**config.mk**
```make
export PLATFORM = sky130hd
export DESIGN_NAME = ppls_queue
export DESIGN_NICKNAME = d
export VERILOG_FILES = /design/src/sv/ppls_pkg.sv /design/src/sv/ppls_queue.sv
export SDC_FILE = /design/constraint.sdc
export NUM_CORES = 1
export LEC_CHECK = 0
export BUFFER_PORTS_ARGS = -buffer_cell sky130_fd_sc_hd__buf_4
export CAP_MARGIN = 20
export CORE_UTILIZATION = 25
export DETAILED_ROUTE_END_ITERATION = 10
export GPL_ROUTABILITY_DRIVEN = 0
export GPL_TIMING_DRIVEN = 1
export PLACE_DENSITY = 0.48
export SLEW_MARGIN = 20
export SYNTH_ARGS = -nofsm -noshare
export SYNTH_HDL_FRONTEND = slang
export SYNTH_SLANG_ARGS = --single-unit
export TNS_END_PERCENT = 1
```
**constraint.sdc**
```tcl
create_clock -name i_clk -period 10.5 [get_ports i_clk]
set_clock_uncertainty 0.1 [all_clocks]
set_input_delay 2.1 -clock i_clk [delete_from_list [all_inputs] [get_ports i_clk]]
set_output_delay 2.1 -clock i_clk [all_outputs]
set_load 0.02 [all_outputs]
```
**src/sv/ppls_pkg.sv**
```systemverilog
// package: widths, latencies, item types and register indexes of the phong shading unit
package ppls_pkg;

    localparam int POS_W      = 32;
    localparam int COL_W      = 16;
    localparam int NRM_W      = 16;
    localparam int DIF_W      = POS_W + 1;
    localparam int Q15        = 15;
    localparam int VEC_W      = 40;
    localparam int MAG_W      = 31;
    localparam int SH_W       = 4;
    localparam int SQ_W       = 2 * MAG_W;
    localparam int SUM_W      = 64;
    localparam int LEN_W      = 32;
    localparam int REM_W      = 48;
    localparam int Q_W        = 16;
    localparam int UNIT_W     = Q_W + 1;
    localparam int SQRT_STEPS = SUM_W / 2;
    localparam int DIV_STEPS  = Q_W;
    localparam int UNIT_LAT   = 4 + SQRT_STEPS + DIV_STEPS + 1;

    localparam int TN_W = DIF_W + NRM_W;
    localparam int KS_W = TN_W + 2;
    localparam int K_W  = KS_W - Q15;
    localparam int P_W  = K_W + 1 + NRM_W;
    localparam int PD_W = NRM_W + UNIT_W;
    localparam int PS_W = 2 * UNIT_W;
    localparam int DS_W = PS_W + 2;
    localparam int FD_W = 17;
    localparam int SP_W = 16;
    localparam int CD_W = COL_W + FD_W;
    localparam int CS_W = COL_W + SP_W;

    localparam int SQ_STEPS = 8;
    localparam int NRM_DLY  = 4 + UNIT_LAT;
    localparam int COL_DLY  = NRM_DLY + 2 + SQ_STEPS;
    localparam int BACK_LAT = COL_DLY + 2;

    localparam logic [SP_W-1:0]  ONE_Q15 = SP_W'(32768);
    localparam logic [COL_W-1:0] SAT16   = '1;

    localparam int QDEPTH = 4;
    localparam int PTR_W  = $clog2(QDEPTH);
    localparam int CNT_W  = $clog2(QDEPTH + 1);

    localparam int CFG_IDX_W = 2;

    typedef enum logic [CFG_IDX_W-1:0] {
        CFG_CAMERA_X,
        CFG_CAMERA_Y,
        CFG_CAMERA_Z
    } t_cfg_reg;

    typedef struct packed {
        logic [2:0][DIF_W-1:0] d;
        logic [2:0][DIF_W-1:0] v;
        logic [2:0][NRM_W-1:0] nrm;
        logic [2:0][COL_W-1:0] col;
    } t_item;

    typedef struct packed {
        logic [2:0][COL_W-1:0] diffuse;
        logic [2:0][COL_W-1:0] specular;
    } t_result;

endpackage

```
**src/sv/ppls_queue.sv**
```systemverilog
// short item queue between the front end and the shading pipeline
module ppls_queue (
    input  logic            i_clk,
    input  logic            i_rst_n,
    input  logic            i_push,
    input  ppls_pkg::t_item i_item,
    output logic            o_full,
    input  logic            i_pop,
    output logic            o_valid,
    output ppls_pkg::t_item o_item
);
    import ppls_pkg::*;

    t_item             r_mem [QDEPTH];
    logic [PTR_W-1:0]  r_wr;
    logic [PTR_W-1:0]  r_rd;
    logic [CNT_W-1:0]  r_count;

    always_ff @(posedge i_clk) begin
        if (i_push) begin
            r_mem[r_wr] <= i_item;
        end
    end

    always_ff @(posedge i_clk) begin
        if (!i_rst_n) begin
            r_wr    <= '0;
            r_rd    <= '0;
            r_count <= '0;
        end else begin
            if (i_push) begin
                r_wr <= r_wr + PTR_W'(1);
            end
            if (i_pop) begin
                r_rd <= r_rd + PTR_W'(1);
            end
            if (i_push && !i_pop) begin
                r_count <= r_count + CNT_W'(1);
            end else if (i_pop && !i_push) begin
                r_count <= r_count - CNT_W'(1);
            end
        end
    end

    assign o_full  = (r_count == CNT_W'(QDEPTH));
    assign o_valid = (r_count != '0);
    assign o_item  = r_mem[r_rd];

    a_count_bound: assert property (@(posedge i_clk) disable iff (!i_rst_n)
        r_count <= CNT_W'(QDEPTH))
        else $error("queue count beyond depth");
    a_no_pop_empty: assert property (@(posedge i_clk) disable iff (!i_rst_n)
        i_pop |-> r_count != '0)
        else $error("pop from empty queue");
    a_no_push_full: assert property (@(posedge i_clk) disable iff (!i_rst_n)
        i_push |-> r_count != CNT_W'(QDEPTH))
        else $error("push into full queue");
    a_count_up: assert property (@(posedge i_clk) disable iff (!i_rst_n)
        (i_push && !i_pop) |=> r_count == $past(r_count) + CNT_W'(1))
        else $error("queue count did not follow push");

endmodule

```
# Word-level counts from Yosys, hierarchy flattened
# Memories as Yosys holds them, arrays and structs flattened. A register that Yosys moved wholly into a read port is not among the register bits.
# Cells that the tools add are included.
[totals]
reg_bits = 7
ramBits = 1176
in_bits = 298
output_inout_bits = 296
memories = 1
[memory_table]
columns = ["name", "depth", "word_bits", "read_ports", "rd_clocked_by_memory_dff", "wr", "line_no", "rtl"]
rows = [
  ["r_mem", 4, 294, 1, 1, 1, "ppls_queue.sv:14", "t_item r_mem [QDEPTH];"],
]
[classes]
n_addsub = 4
n_eq_ne = 1
muxes = 6
n_reduce_logical = 6
[op_table]
columns = ["operator", "n"]
rows = [
  ["3-bit two-way mux", 2],
  ["2-bit by 1-bit adder with 2-bit output, second input constant", 2],
  ["2-bit two-way mux", 2],
  ["3-bit by 1-bit adder with 3-bit output, second input constant", 1],
  ["3-bit == test, second input constant", 1],
  ["3-bit nonzero test", 1],
  ["3-bit by 1-bit subtractor with 3-bit output, second input constant", 1],
  ["1-bit logical AND", 2],
  ["1-bit logical NOT", 2],
  ["1-bit two-way mux", 2],
  ["2-bit nonzero test", 1],
]

# Depth between registers and ports, before layout
[logic_depth]
ltp_word = 4
ltp_mapped = 7
depth_no_buf = 7

# Worst setup path after synthesis
# OpenSTA, ideal clock, no wires.
[synth_timing]
path_type = "input -> register"
start = "input port i_push"
end = "memory r_mem[0][0] (netlist name), enable pin"
setup_ps = 692
arrival_ps = 8733
t_required_ps = 9708
path_slack_ps = 976
cell_stages = 1
cell_sequence = "and2_1"
[synth_via]
elab_chain_cells = 2
[synth_lines]
columns = ["item", "line_no", "rtl"]
rows = [
  ["start: declaration", "ppls_queue.sv:5", "input logic i_push,"],
  ["1-bit two-way mux", "ppls_queue.sv:20", "if (i_push) begin"],
  ["1-bit two-way mux (implied by the code)", "ppls_queue.sv:21", "r_mem[r_wr] <= i_item;"],
  ["end: declaration", "ppls_queue.sv:14", ""],
]
# No other way between the ends.

==> results by group <==
Status
  – Status: complete, no violations

Pwr
  – PwrDens: around 200 nW/um^2
  – Internal power: around 8600 uW
  – Leak: 0.01814 uW
  – Sw frac: 0.2378
  – Clk network pwr share: 0.397
  – Logic pwr share: 0.114
  – Psw: 2675 uW
  – Peak VDD IR: around 0.00016 V
  – Seq pwr share: 0.489

Synthesis
  – Ys async rst share: 0
  – Largest family of logic cells by synthesized area: multiplexers
  – Yosys warning count: 0
  – Top cells by count, synth: 1,176 x edfxtp_1, 158 x mux4_2, 136 x mux4_1, 31 x buf_2, 27 x buf_6
  – Synthesized netlist cell count: ~1,600
  – Synthesized area per cell: between 20 and 30 sq um
  – Synthesized area: between 40,000 and 50,000 sq um
  – Most frequent cell after synthesis: edfxtp_1
  – Synth Register Bits: 1,185
  – Primary FF master, synth: edfxtp_1
  – Compound-Gate Fraction of Synth Area: 0.0002882
  – Post-synthesis mux area share: 0.1647
  – Cell taking the most area after synthesis: edfxtp_1
  – Synth Net Count: ~1,900
  – Number of synthesized flops with an enable pin: around 1,200
  – Synth top area share: 0.8134
  – Post-synthesis sequential area ratio: 0.8175
  – Cells taking the most area after synthesis: edfxtp_1 81%, mux4_1 8.2%, mux4_2 8.2%
  – Cell variety after synth: 21
  – Simple-gate share of the synthesized area: 0.002133
  – Adder-Cell Fraction of Synth Area: 0.001902
  – Xor/xnor cell area share of the yosys netlist: 0.001009

Detailed routing
  – TritonRoute pass-1 iters: 4
  – Total number of vias: between 15,000 and 20,000
  – DR WL/cell: ~23 um
  – ANT nets after route: 0
  – DRC violations left: 0
  – DR iter-0 viols: approximately 1,000
  – DRT Wirelength: 106,400 um
  – Vias per cell: 4.144

Setup path
  – Worst setup EP type: primary output
  – Crit Path Category: reg2out
  – Worst R2R Setup Slack: between 7 and 8 ns
  – Reg2Reg Depth: 4
  – Stages on the worst setup path: 4
  – CP Data Required Time: 8.30 ns
  – Buf+Inv Stages, Crit Path: 3
  – CP delay by family, top: buffers and inverters
  – Cell repeated most along the worst path: buf_4
  – CP Cell Sequence: buf_4 -> buf_4 -> mux4_1 -> buf_4
  – Critical Path Fanout Max: 41
  – Critical Path Start Type: flip-flop
  – Crit path max-delay cell type: buf_4
  – Worst path max stage delay: roughly 0.75 ns
  – Worst EP arrival: 3.83 ns
  – Reg-to-Reg Start: r_wr[0]

Timing
  – Slew HR: 0.2080
  – Max Clk Rate: around 170 MHz
  – Pins over their slew limit: 0
  – Setup_tns: 0 ns
  – Fin crit share: 0.5744
  – Final Hold Viols: 0
  – Final min period: between 6 and 7 ns
  – Min Hold Slack: 0.4185 ns
  – # setup viols final: 0
  – RSZ-0062 raised after global routing: false
  – Worst-Margin Slew: 1.188 ns

Clock network
  – Total CTS buffers: 135
  – Hold buffers post-CTS: 0
  – # resized after CTS: 0
  – Clk_lat worst skew: between 0.7 and 0.8 ns
  – Root Buffer: clkbuf_16
  – Post-CTS Setup Bufs: 0
  – CTS HTree Levels: 4
  – CTS Sinks: around 1,200
  – Clk buf depth: 3
  – CTS tree: built
  – Clk slew on worst S/H paths: 0.06 ns

Floorplanning
  – Rows: approximately 150
  – Initial Util: 0.2522
  – I/O pin count: ~600
  – Die W: 418.7 um
  – Chip height: roughly 420 um
  – Die area: ~180,000 sq um
  – Core Box Area: 172,100 sq um

Placed design
  – Dpl hpwl: 66,420 um
  – Port Buffer Count: 593
  – Dpl cells: ~4,400
  – Placed cell area: between 50,000 and 60,000 sq um

Final layout
  – Fillcell total: between 15,000 and 20,000
  – Design Area, Final: about 55,000 sq um
  – Area growth syn-to-layout: 26.22%
  – Nets: 2,567
  – Non-Filler Instances: between 4,000 and 5,000
  – Layout cells sized above 1: 0.4057

Global routing
  – Largest net degree at the start of global routing: roughly 130
  – GRT Resource Usage Total: 0.1194
  – First-pass GRT wire length: approximately 150,000 um
  – Initial antenna violation count: 16
  – Grt ovf: 0
  – Number of global-route vias before repair: ~21,000

Hold path
  – Hold_sp: r_count[2]
  – Hold Crit Depth: 2
  – Worst min path class: reg2reg

Run
  – Max_cap viols: 0
## tightest hold or removal path, delay by kind of cell, from the launching register on
kind               cells  cell delay [ns]
DFF                    1             0.32
AOI/OAI and AO/OA      2             0.15
## sequential cells by signal, summed over array words and instances, names as in the netlist, named ones only
| signal | flops |
|---|---|
| r_mem | 1176 |
| r_count | 3 |
| r_rd | 2 |
| r_wr | 2 |
## per-layer routing
| metal | global-route usage | routed length (um) |
|---|---|---|
| met1 | 0.1233 | 37980 |
| met4 | 0.05569 | 4154 |
| met3 | 0.03490 | 5550 |
| met5 | 0 | 8 |
| met2 | 0.2200 | 58740 |
## area by class of cell
class | instances | area, sq um | share of cell area
multi-input combinational | 324 | 7393 | 0.1349
clock buffer | 168 | 3566 | 0.06507
sequential | 1185 | 35500 | 0.6479
timing repair buffer | 613 | 4740 | 0.08649
tap | 2310 | 2890 | 0.05274
clock inverter | 75 | 668.1 | 0.01219
antenna | 10 | 25.02 | 0.0004567
inverter | 4 | 15.01 | 0.0002740
## cells in the final DEF, fill, tap and decap left out
cell type	instances
edfxtp_1	1176
buf_4	602
mux4_2	158
clkbuf_16	138
mux4_1	136
clkbuf_1	30
clkinv_1	29
clkinv_2	20
buf_12	11
diode_2	10
inv_6	8
dfxtp_1	7
bufinv_16	6
and2_1	5
ha_1	5
inv_1	4
and2_4	4
clkinv_16	4
xor2_1	3
clkinv_8	3
clkinvlp_4	3
or3_1	2
xnor2_1	2
mux2i_1	2
nor2b_1	2
dfxtp_4	2
clkinv_4	2
nor3b_1	1
nand2_1	1
o21ai_0	1
a21boi_0	1
fa_1	1
## power groups by stage
stage          Combinational (uW)  Clock [uW]  Sequential (uW)
2_1_floorplan                 708           0             5630
3_3_place_gp                 1310           0             5580
3_5_place_dp                 1330           0             5600
4_1_cts                      1330        4620             5500
5_1_grt                      1360        4780             5510
6_report                     1290        4460             5500
## logic make-up after synthesis
group                      count (synthesis)
and+or+nand+nor                           15
DFF                                     1185
muxes                                    296
AOI/OAI and AO/OA                          2
adders and majority gates                  6
buffers and inverters                     70
xor gates and xnor gates                   5
## metrics by stage
| step | setup WS (ns) | utilization | power, uW |
|---|---|---|---|
| after global routing | 4.149 | 0.3184 | 11650 |
| final | 4.469 | 0.3184 | 11240 |
| after detailed placement | 5.165 | 0.2936 | 6924 |
| after floorplan | 0.9756 | - | 6343 |
| after CTS | 4.254 | 0.3182 | 11450 |
| after global placement | 5.218 | 0.2936 | 6891 |
## worst paths after layout
path / endpoint
min: r_count[2]
max reg2reg: r_mem[3][115]
max: o_item[224]
min reg2reg: r_count[2]
Note: power is estimated with default switching activity, not from simulation.
