$ cat src/sv/ppls_pkg.sv
// package: widths, latencies, item types and register indexes of the phong shading unit
package ppls_pkg;

    localparam int POS_W      = 32;
    localparam int COL_W      = 16;
    localparam int NRM_W      = 16;
    localparam int DIF_W      = POS_W + 1;
    localparam int Q15        = 15;
    localparam int VEC_W      = 40;
    localparam int MAG_W      = 31;
    localparam int SH_W       = 4;
    localparam int SQ_W       = 2 * MAG_W;
    localparam int SUM_W      = 64;
    localparam int LEN_W      = 32;
    localparam int REM_W      = 48;
    localparam int Q_W        = 16;
    localparam int UNIT_W     = Q_W + 1;
    localparam int SQRT_STEPS = SUM_W / 2;
    localparam int DIV_STEPS  = Q_W;
    localparam int UNIT_LAT   = 4 + SQRT_STEPS + DIV_STEPS + 1;

    localparam int TN_W = DIF_W + NRM_W;
    localparam int KS_W = TN_W + 2;
    localparam int K_W  = KS_W - Q15;
    localparam int P_W  = K_W + 1 + NRM_W;
    localparam int PD_W = NRM_W + UNIT_W;
    localparam int PS_W = 2 * UNIT_W;
    localparam int DS_W = PS_W + 2;
    localparam int FD_W = 17;
    localparam int SP_W = 16;
    localparam int CD_W = COL_W + FD_W;
    localparam int CS_W = COL_W + SP_W;

    localparam int SQ_STEPS = 8;
    localparam int NRM_DLY  = 4 + UNIT_LAT;
    localparam int COL_DLY  = NRM_DLY + 2 + SQ_STEPS;
    localparam int BACK_LAT = COL_DLY + 2;

    localparam logic [SP_W-1:0]  ONE_Q15 = SP_W'(32768);
    localparam logic [COL_W-1:0] SAT16   = '1;

    localparam int QDEPTH = 4;
    localparam int PTR_W  = $clog2(QDEPTH);
    localparam int CNT_W  = $clog2(QDEPTH + 1);

    localparam int CFG_IDX_W = 2;

    typedef enum logic [CFG_IDX_W-1:0] {
        CFG_CAMERA_X,
        CFG_CAMERA_Y,
        CFG_CAMERA_Z
    } t_cfg_reg;

    typedef struct packed {
        logic [2:0][DIF_W-1:0] d;
        logic [2:0][DIF_W-1:0] v;
        logic [2:0][NRM_W-1:0] nrm;
        logic [2:0][COL_W-1:0] col;
    } t_item;

    typedef struct packed {
        logic [2:0][COL_W-1:0] diffuse;
        logic [2:0][COL_W-1:0] specular;
    } t_result;

endpackage

$ cat src/sv/ppls_front.sv
// front end: camera registers, item intake and light and view difference vectors
module ppls_front (
    input  logic                                 i_clk,
    input  logic                                 i_rst_n,
    input  logic                                 i_valid,
    output logic                                 o_ready,
    input  logic [2:0][ppls_pkg::POS_W-1:0]      i_light,
    input  logic [2:0][ppls_pkg::COL_W-1:0]      i_color,
    input  logic [2:0][ppls_pkg::POS_W-1:0]      i_point,
    input  logic [2:0][ppls_pkg::NRM_W-1:0]      i_normal,
    input  logic                                 i_cfg_wr_en,
    input  logic [ppls_pkg::CFG_IDX_W-1:0]       i_cfg_index,
    input  logic [ppls_pkg::POS_W-1:0]           i_cfg_data,
    input  logic                                 i_full,
    output logic                                 o_push,
    output ppls_pkg::t_item                      o_item
);
    import ppls_pkg::*;

    logic [2:0][POS_W-1:0] r_cam;

    always_ff @(posedge i_clk) begin
        if (!i_rst_n) begin
            r_cam <= '0;
        end else if (i_cfg_wr_en) begin
            unique case (i_cfg_index)
                CFG_CAMERA_X: r_cam[0] <= i_cfg_data;
                CFG_CAMERA_Y: r_cam[1] <= i_cfg_data;
                CFG_CAMERA_Z: r_cam[2] <= i_cfg_data;
                default: ;
            endcase
        end
    end

    assign o_ready = !i_full;
    assign o_push  = i_valid && !i_full;

    always_comb begin
        for (int c = 0; c < 3; c++) begin
            o_item.d[c] = DIF_W'($signed(i_light[c])) - DIF_W'($signed(i_point[c]));
            o_item.v[c] = DIF_W'($signed(r_cam[c])) - DIF_W'($signed(i_point[c]));
        end
        o_item.nrm = i_normal;
        o_item.col = i_color;
    end

endmodule

$ cat config.mk
export PLATFORM = sky130hd
export DESIGN_NAME = ppls_front
export DESIGN_NICKNAME = d
export VERILOG_FILES = /design/src/sv/ppls_pkg.sv /design/src/sv/ppls_front.sv
export SDC_FILE = /design/constraint.sdc
export NUM_CORES = 1
export LEC_CHECK = 0
export BUFFER_PORTS_ARGS = -buffer_cell sky130_fd_sc_hd__buf_2
export CAP_MARGIN = 20
export CELL_PAD_IN_SITES_DETAIL_PLACEMENT = 0
export CELL_PAD_IN_SITES_GLOBAL_PLACEMENT = 2
export CORE_AREA = 2 2 242 244
export CTS_BUF_LIST = sky130_fd_sc_hd__clkbuf_8
export DETAILED_ROUTE_END_ITERATION = 12
export DIE_AREA = 0 0 244 246
export PLACE_DENSITY_LB_ADDON = 0.1
export SYNTH_ARGS = -nofsm -noshare
export SYNTH_HDL_FRONTEND = slang
export SYNTH_SLANG_ARGS = --single-unit
$ cat constraint.sdc
create_clock -name i_clk -period 4.2 [get_ports i_clk]
set_input_delay 0.42 -clock i_clk [delete_from_list [all_inputs] [get_ports i_clk]]
set_output_delay 0.42 -clock i_clk [all_outputs]
set_load 0.02 [all_outputs]
**After elaboration in Yosys (flattened, before gate mapping)**

Cells that the tools add are included.

- Memory bits (read-only): 0
- Memories: 0
- Flip-flop bits (word level): 96
- RAM bits: 0
- Bits in latches: 0

- $lt $le $gt $ge: 0
- Shift operators: 0
- Eq/ne operators: 2
- $mul: 0
- Div/mod/pow operators: 0
- Reduce and logical (&&, ||, !) cells: 6
- $add $sub $neg: 6
- Multiplexer cells: 0
- Bitwise operators: 0

Operators with widths:

| kind | number |
|---|---|
| subtractor 32 x 32 -> 33 bit | 6 |
| AND reduction 2 bit | 3 |
| == test 2 x 1 -> 1 bit (second input constant) | 1 |
| == test 2 bit (second input constant) | 1 |
| zero test 2 bit | 1 |
| logical AND 1 bit | 1 |
| zero test 1 bit | 1 |

**Depth between registers and ports, before layout**

Gate-level depths: netlist of run 1.

- Word-level depth: 2
- Gate-level depth with buffers: 12
- Gate-level depth less buffers: 12

**Worst setup path after synthesis of run 1**

No wires, ideal clock.

- Kind: in2out
- Start: input i_point[65] (netlist name)
- End: output o_item[191] (netlist name)
- Path buffers: 0
- Slack: 0.701 ns
- Data arrival time: 3.079 ns
- Cell stages on the path: 11
- Data required time: 3.780 ns
- Cell sequence: inv_1 ha_1 nor2b_1 o21a_1 o21ai_0 a21oi_1 o211ai_1 a2111oi_0 nor3_1 a22oi_1 o311ai_0

RTL lines:

| element | RTL line | RTL |
|---|---|---|
| from (decl) | ppls_front.sv:9 | `input logic [2:0][ppls_pkg::POS_W-1:0] i_point,` |
| to (decl) | ppls_front.sv:16 | `output ppls_pkg::t_item o_item` |

==> results_dict.tcl, run 1 <==
set metrics [dict create \
    outcome "completed" \
    crit_type "reg2out" \
    reg2reg_slack_ns 3.48 \
    top_regs "r_cam x96" \
    synth_async_sr_flop_share_pct 0 \
    rsz0062_at_grt "no" \
    rr_startpoint "r_cam[5]" \
    crit_arrival_ns 3.64 \
    wl_per_cell_um 18.2 \
    maxSlewHeadroom_pct 46.1 \
    drt_iter0_drc 582 \
    num_vias 14526 \
    cp-end-kind "output port" \
    setup_ws_ns 0.143 \
    syn2layout_area_growth_pct 18.4 \
    place_ws_ns 0.240 \
    ant_nets 0 \
    cts_tree "done" \
    synth_edf_count 0 \
    yosys_warnings 0 \
    hold_buffers 0 \
    drc 0 \
    first_pass_iters 6 \
    period_needed_ns 4.06 \
    synth_cell_types 69 \
    port_buffers 430 \
    fmax_mhz 246 \
    grt_max_degree 51 \
    r2r_end "r_cam[5]" \
    startpoint_type "flip-flop" \
    tns_ns 0 \
    synth_area_um2 14200 \
    cp_data_required_time_ns 3.78 \
    cts.sinks 96 \
    fin_skew_ns 0 \
    ios 623 \
    ys_ff_latch 96 \
    clockBufferDepth 2 \
    hp-class "in2reg" \
    regMostFlops "r_cam" \
    coreArea_um2 57400 \
    cp-endpoint "o_item[128]" \
    p_total_mw 3.97 \
    clk_latency_ns 0.42 \
    power_leakage_nw 8.48 \
    synth_fp_nets 2468 \
    synth.avg_cell_area_um2 7.30 \
    cts-root-buf "clkbuf_8" \
    start_util_pct 24.7 \
    crit_fanout 3 \
    setup_viol 0 \
    track_usage_pct 17.8 \
    min-delay-start "i_cfg_data[21]" \
    layout-drive-gt1-share_pct 21.7 \
    fill_cells 6421 \
    hold_viol 0 \
    postSynthCellCount 1943 \
    max_cap_violations 0 \
    ctsHtreeMaxLevel 3 \
    synth_ff_type "dfxtp_1" \
    routed_wl_mm 55.3 \
    dieArea_um2 60000 \
    grt_overflow_total 0 \
    fin_crit_sh_pct 96.6 \
    grt_pass1_vias 14694 \
    power_density_nw_per_um2 236 \
    die_h_um 246 \
    yosysSeqAreaShare_pct 13.6 \
    num_rows 88 \
    final_max_slew_viol_count 0 \
    fin_hold_ws_ns 0.276 \
    place.detailed.hpwl_mm 48.0 \
    worst_pin_slew_ns 0.808 \
    grt_pass1_wl_mm 83.0 \
    nets 2783 \
    reg2reg_depth 2 \
    grt_antenna_before_repair 13 \
    ir_drop_uv 137 \
    gp_congestion 0.838 \
    cts.clk_slew.worst_paths_ns 0.10 \
    largest_reg_flops 96 \
    cp-startpoint "r_cam[0]" \
    viasPerCell 4.78 \
    cts_buffers 9 \
    die_w_um 244 \
]
==> through the flow <==
stage	utilization [%]	instance area, um2	instances
after floorplan	-	14200	1943
after detailed placement	28.8	16500	3010
final	29.3	16800	3036
after CTS	29.2	16700	3025
after global placement	28.8	16500	3010
after global routing	29.3	16800	3035
==> cell usage after synthesis (all sizes together), types with 6 or more instances <==
| cell | n | area [um2] |
|---|---|---|
| xor2 | 54 | 473 |
| nor3 | 32 | 160 |
| or3 | 9 | 56.3 |
| xnor2 | 99 | 867 |
| nor2b | 35 | 219 |
| o31a | 10 | 87.6 |
| a21boi | 96 | 721 |
| inv | 151 | 567 |
| o31ai | 6 | 45.0 |
| a21oi | 134 | 674 |
| nand3 | 26 | 130 |
| nand4 | 17 | 106 |
| o211ai | 19 | 143 |
| buf | 96 | 721 |
| o21bai | 22 | 165 |
| or2 | 10 | 62.6 |
| nand2 | 269 | 1010 |
| a21o | 105 | 788 |
| and3 | 24 | 150 |
| a211oi | 15 | 113 |
| fa | 6 | 120 |
| ha | 192 | 2400 |
| clkbuf | 51 | 191 |
| nand2b | 26 | 163 |
| dfxtp | 96 | 1920 |
| a31oi | 16 | 106 |
| a221o | 6 | 60.1 |
| o21a | 32 | 241 |
| o21ai | 86 | 434 |
| and2 | 13 | 81.3 |
| a2111oi | 9 | 78.8 |
| a221oi | 7 | 61.3 |
| nor2 | 93 | 349 |
==> worst min-delay path by stage <==
stage,end,cells after the start,slack (ns)
floorplan,r_cam[32],2,0.44
global route,r_cam[45],3,0.27
finish,r_cam[53],3,0.28
detailed placement,r_cam[48],2,0.47
CTS,r_cam[53],3,0.23
global placement,r_cam[49],2,0.46
==> final cells by class <==
class                           instances  area (um2)  share of cell area, %
Multi-Input combinational cell       1549       10800                   64.4
Timing Repair Buffer                  451        2310                   13.8
Sequential cell                        96        1920                   11.4
Tap cell                              765         957                   5.70
Inverter                              151         567                   3.37
Clock buffer                           11         151                  0.901
Clock inverter                          4        53.8                  0.320
Antenna cell                            9        22.5                  0.134
==> critical path, cell delays in order, from the launching register on <==
cell	delay (ns)
dfxtp_1	0.32
inv_1	0.06
ha_1	0.18
fa_1	0.23
nor2b_1	0.06
o21a_1	0.19
o21ai_1	0.21
a211oi_2	0.14
nor3_2	0.33
o31ai_2	0.16
a2111oi_1	0.69
buf_4	0.22
nor3_1	0.05
o21ai_0	0.17
buf_2	0.19
==> layer usage <==
| layer | track usage [%] | vias to the layer above | wire (um) |
|---|---|---|---|
| met3 | 3.92 | 57 | 3090 |
| met4 | 5.92 | 6 | 1250 |
| li1 | - | 7436 | - |
| met2 | 30.7 | 384 | 26300 |
| met1 | 21.8 | 6643 | 24700 |
| met5 | 0 | - | 37 |
==> layout by cell type, fill, tap and decap left out, types with 31 or more instances in the layout <==
cell and n:
a21boi_0 96, dfxtp_1 96, a21o_1 105, nor3_1 31, xnor2_1 99, nor2b_1 35
nand2_1 269, buf_2 430, a21oi_1 133, o21a_1 31, inv_1 151, xor2_1 54
ha_1 192, nor2_1 93, o21ai_0 81
==> report_power, final <==
| part | internal [mW] | total [mW] | switching (mW) | leakage [nW] |
|---|---|---|---|---|
| clock network | 0.305 | 0.677 | 0.371 | 0.0977 |
| registers | 0.940 | 0.961 | 0.0213 | 0.780 |
| logic | 0.877 | 2.33 | 1.45 | 7.60 |
| total | 2.12 | 3.97 | 1.85 | 8.48 |
==> cells by family after synthesis <==
group	count (synthesis)	synth area share, %
AOI/OAI and AO/OA	609	29.2
and+or+nand+nor	584	19.3
buffers and inverters	298	10.4
adders and majority gates	198	17.8
xor gates and xnor gates	153	9.45
DFF	96	13.6
muxes	5	0.353
==> what timing repair did <==
item                                    4_1_cts  5_1_grt
endpoints found under the setup margin        2        9
gates resized for setup                       1        5
setup buffers                                 0        2
pin swaps                                     0        1
(Power assumes the default switching activity.)
==> run 2, diff against run 1 <==
==> config.mk (replaced) <==
export PLATFORM = sky130hd
export DESIGN_NAME = ppls_front
export DESIGN_NICKNAME = d
export VERILOG_FILES = /design/src/sv/ppls_pkg.sv /design/src/sv/ppls_front.sv
export SDC_FILE = /design/constraint.sdc
export NUM_CORES = 1
export LEC_CHECK = 0
export CAP_MARGIN = 20
export CELL_PAD_IN_SITES_DETAIL_PLACEMENT = 0
export CELL_PAD_IN_SITES_GLOBAL_PLACEMENT = 2
export CORE_AREA = 2 2 241 243
export CTS_BUF_LIST = sky130_fd_sc_hd__clkbuf_8
export DETAILED_ROUTE_END_ITERATION = 12
export DIE_AREA = 0 0 243 245
export DONT_BUFFER_PORTS = 1
export PLACE_DENSITY_LB_ADDON = 0.1
export RECOVER_POWER = 100
export SYNTH_ARGS = -nofsm -noshare
export SYNTH_HDL_FRONTEND = slang
export SYNTH_SLANG_ARGS = --single-unit
==> run 2 against run 1 <==
Net effect:
- sequential share of layout area up 1.6 points
- via count fell by 9.7%
- critical path type unchanged
- count of clock-buffer cells in the layout is 2 lower
- the run now ends with max-capacitance violations, max-slew violations left
- power fell by 7.5%
- setup slack better by 0.049 ns
- maximum frequency grew 1.2%
==> results_dict.tcl, run 2 (synthesis gave the netlist of run 1 again) <==
set metrics [dict create \
    outcome "complete, but fails checks" \
    violations "max-capacitance violations, max-slew violations" \
    place.detailed.hpwl_mm 46.7 \
    grt_overflow_total 0 \
    most-common-layout-cells "269 x nand2_1, 192 x ha_1, 151 x inv_1" \
    hold_viol 0 \
    holdPathStages 2 \
    track_usage_pct 17.6 \
    wl_per_cell_um 20.8 \
    ios 623 \
    reg2reg_depth 2 \
    crit_type "reg2out" \
    utilization_pct 25.9 \
    cts.clk_slew.worst_paths_ns 0.11 \
    grt_max_degree 97 \
    cp_data_required_time_ns 3.78 \
    ctsHtreeMaxLevel 3 \
    reg2reg_slack_ns 3.46 \
    setup_viol 0 \
    worst_pin_slew_ns 1.72 \
    fin_crit_sh_pct 95.4 \
    fmax_mhz 249 \
    num_vias 13110 \
    syn2layout_area_growth_pct 4.09 \
    r2r_end "r_cam[27]" \
    period_needed_ns 4.01 \
    viasPerCell 5.01 \
    clockBufferDepth 2 \
    hp-class "in2reg" \
    fill_cells 6439 \
    min_to "r_cam[60]" \
    die_w_um 243 \
    final_max_slew_viol_count 65 \
    nets 2370 \
    max_cap_violations 2 \
    startpoint_type "flip-flop" \
    start_util_pct 24.9 \
    die_h_um 245 \
    maxSlewHeadroom_pct -14.3 \
    cp-startpoint "r_cam[33]" \
    top_regs "r_cam x96" \
    ir_drop_uv 128 \
    cp-end-kind "output port" \
    grt_pass1_vias 13098 \
    cts_tree "done" \
    num_rows 88 \
    tns_ns 0 \
    grt_pass1_wl_mm 80.8 \
    cts.sinks 96 \
    port_buffers 0 \
    crit_arrival_ns 3.59 \
    cts_buffers 9 \
    cts-root-buf "clkbuf_8" \
    rr_startpoint "r_cam[27]" \
    power_density_nw_per_um2 249 \
    gp_congestion 0.858 \
    drc 0 \
    power_leakage_nw 6.85 \
    min-delay-start "i_cfg_data[28]" \
    dieArea_um2 59500 \
    crit_fanout 5 \
    coreArea_um2 57000 \
    largest_reg_flops 96 \
    regMostFlops "r_cam" \
    grt_antenna_before_repair 3 \
    clk_latency_ns 0.41 \
    routed_wl_mm 54.5 \
    layout-drive-gt1-share_pct 3.68 \
    layout_commonest_cell "nand2_1" \
    hold_buffers 0 \
    fin_skew_ns 0 \
    ant_nets 0 \
    drt_iter0_drc 583 \
    first_pass_iters 5 \
]
run 2: stage by stage:
| step | instances | power (mW) | setup slack (ns) | hold slack [ns] | instance area (um2) |
|---|---|---|---|---|---|
| final | 2617 | 3.67 | 0.192 | 0.141 | 14800 |
| after global routing | 2616 | 3.93 | -0.00397 | 0.113 | 14800 |
| after CTS | 2613 | 3.74 | 0.0394 | 0.0974 | 14800 |
| after detailed placement | 2597 | 2.94 | 0.305 | 0.465 | 14500 |
| after global placement | 2596 | 2.95 | 0.374 | 0.456 | 14500 |
| after floorplan | 1943 | 2.64 | 0.701 | 0.443 | 14200 |
run 2: how the worst max path moves through the flow:
stage                   to  cells past startpoint
2_1_floorplan  o_item[191]                     11
3_3_place_gp   o_item[258]                     12
3_5_place_dp   o_item[258]                     12
4_1_cts        o_item[124]                     14
5_1_grt        o_item[157]                     14
6_report       o_item[158]                     10
run 2: area by class of cell:
| class | count | area [um2] | share of cell area, % |
|---|---|---|---|
| inverters | 151 | 567 | 3.84 |
| flip-flops and latches | 96 | 1920 | 13.0 |
| repair buffers | 38 | 250 | 1.70 |
| clock inverters | 7 | 118 | 0.797 |
| clock buffers | 9 | 124 | 0.839 |
| well taps | 765 | 957 | 6.48 |
| multi-input cells | 1549 | 10800 | 73.3 |
| diodes | 2 | 5.00 | 0.0339 |
run 2: layer usage:
layer	wire [um]	global-route usage (%)	share of wire, %
met2	26500	31.1	49
met1	23700	21.2	44
met4	977	4.64	1.8
met3	3200	4.13	5.9
met5	13	0	0.024
run 2: critical path, cell delays in order, from the launching register on:
cell and delay [ns]:
dfxtp_1 0.39, ha_1 0.24, nor2b_1 0.14, o31a_1 0.28, o31a_1 0.31, a221o_1 0.42, a41oi_2 0.35, o21ai_2 0.17
a31oi_2 0.42, nor4bb_1 0.11, a211o_1 0.34
run 2: power breakdown:
group / total, mW / internal (mW) / switching, mW / leakage, nW
clock: 0.774 / 0.397 / 0.378 / 0.124
sequential: 0.963 / 0.940 / 0.0229 / 0.780
combinational: 1.94 / 0.619 / 1.32 / 5.94
total: 3.67 / 1.96 / 1.72 / 6.85
run 2: what timing repair did:
action / in CTS / in global routing
setup buffers: 0 / 2
pin swaps: 0 / 1
endpoints found under the setup margin: 2 / 6
resized for setup: 1 / 6
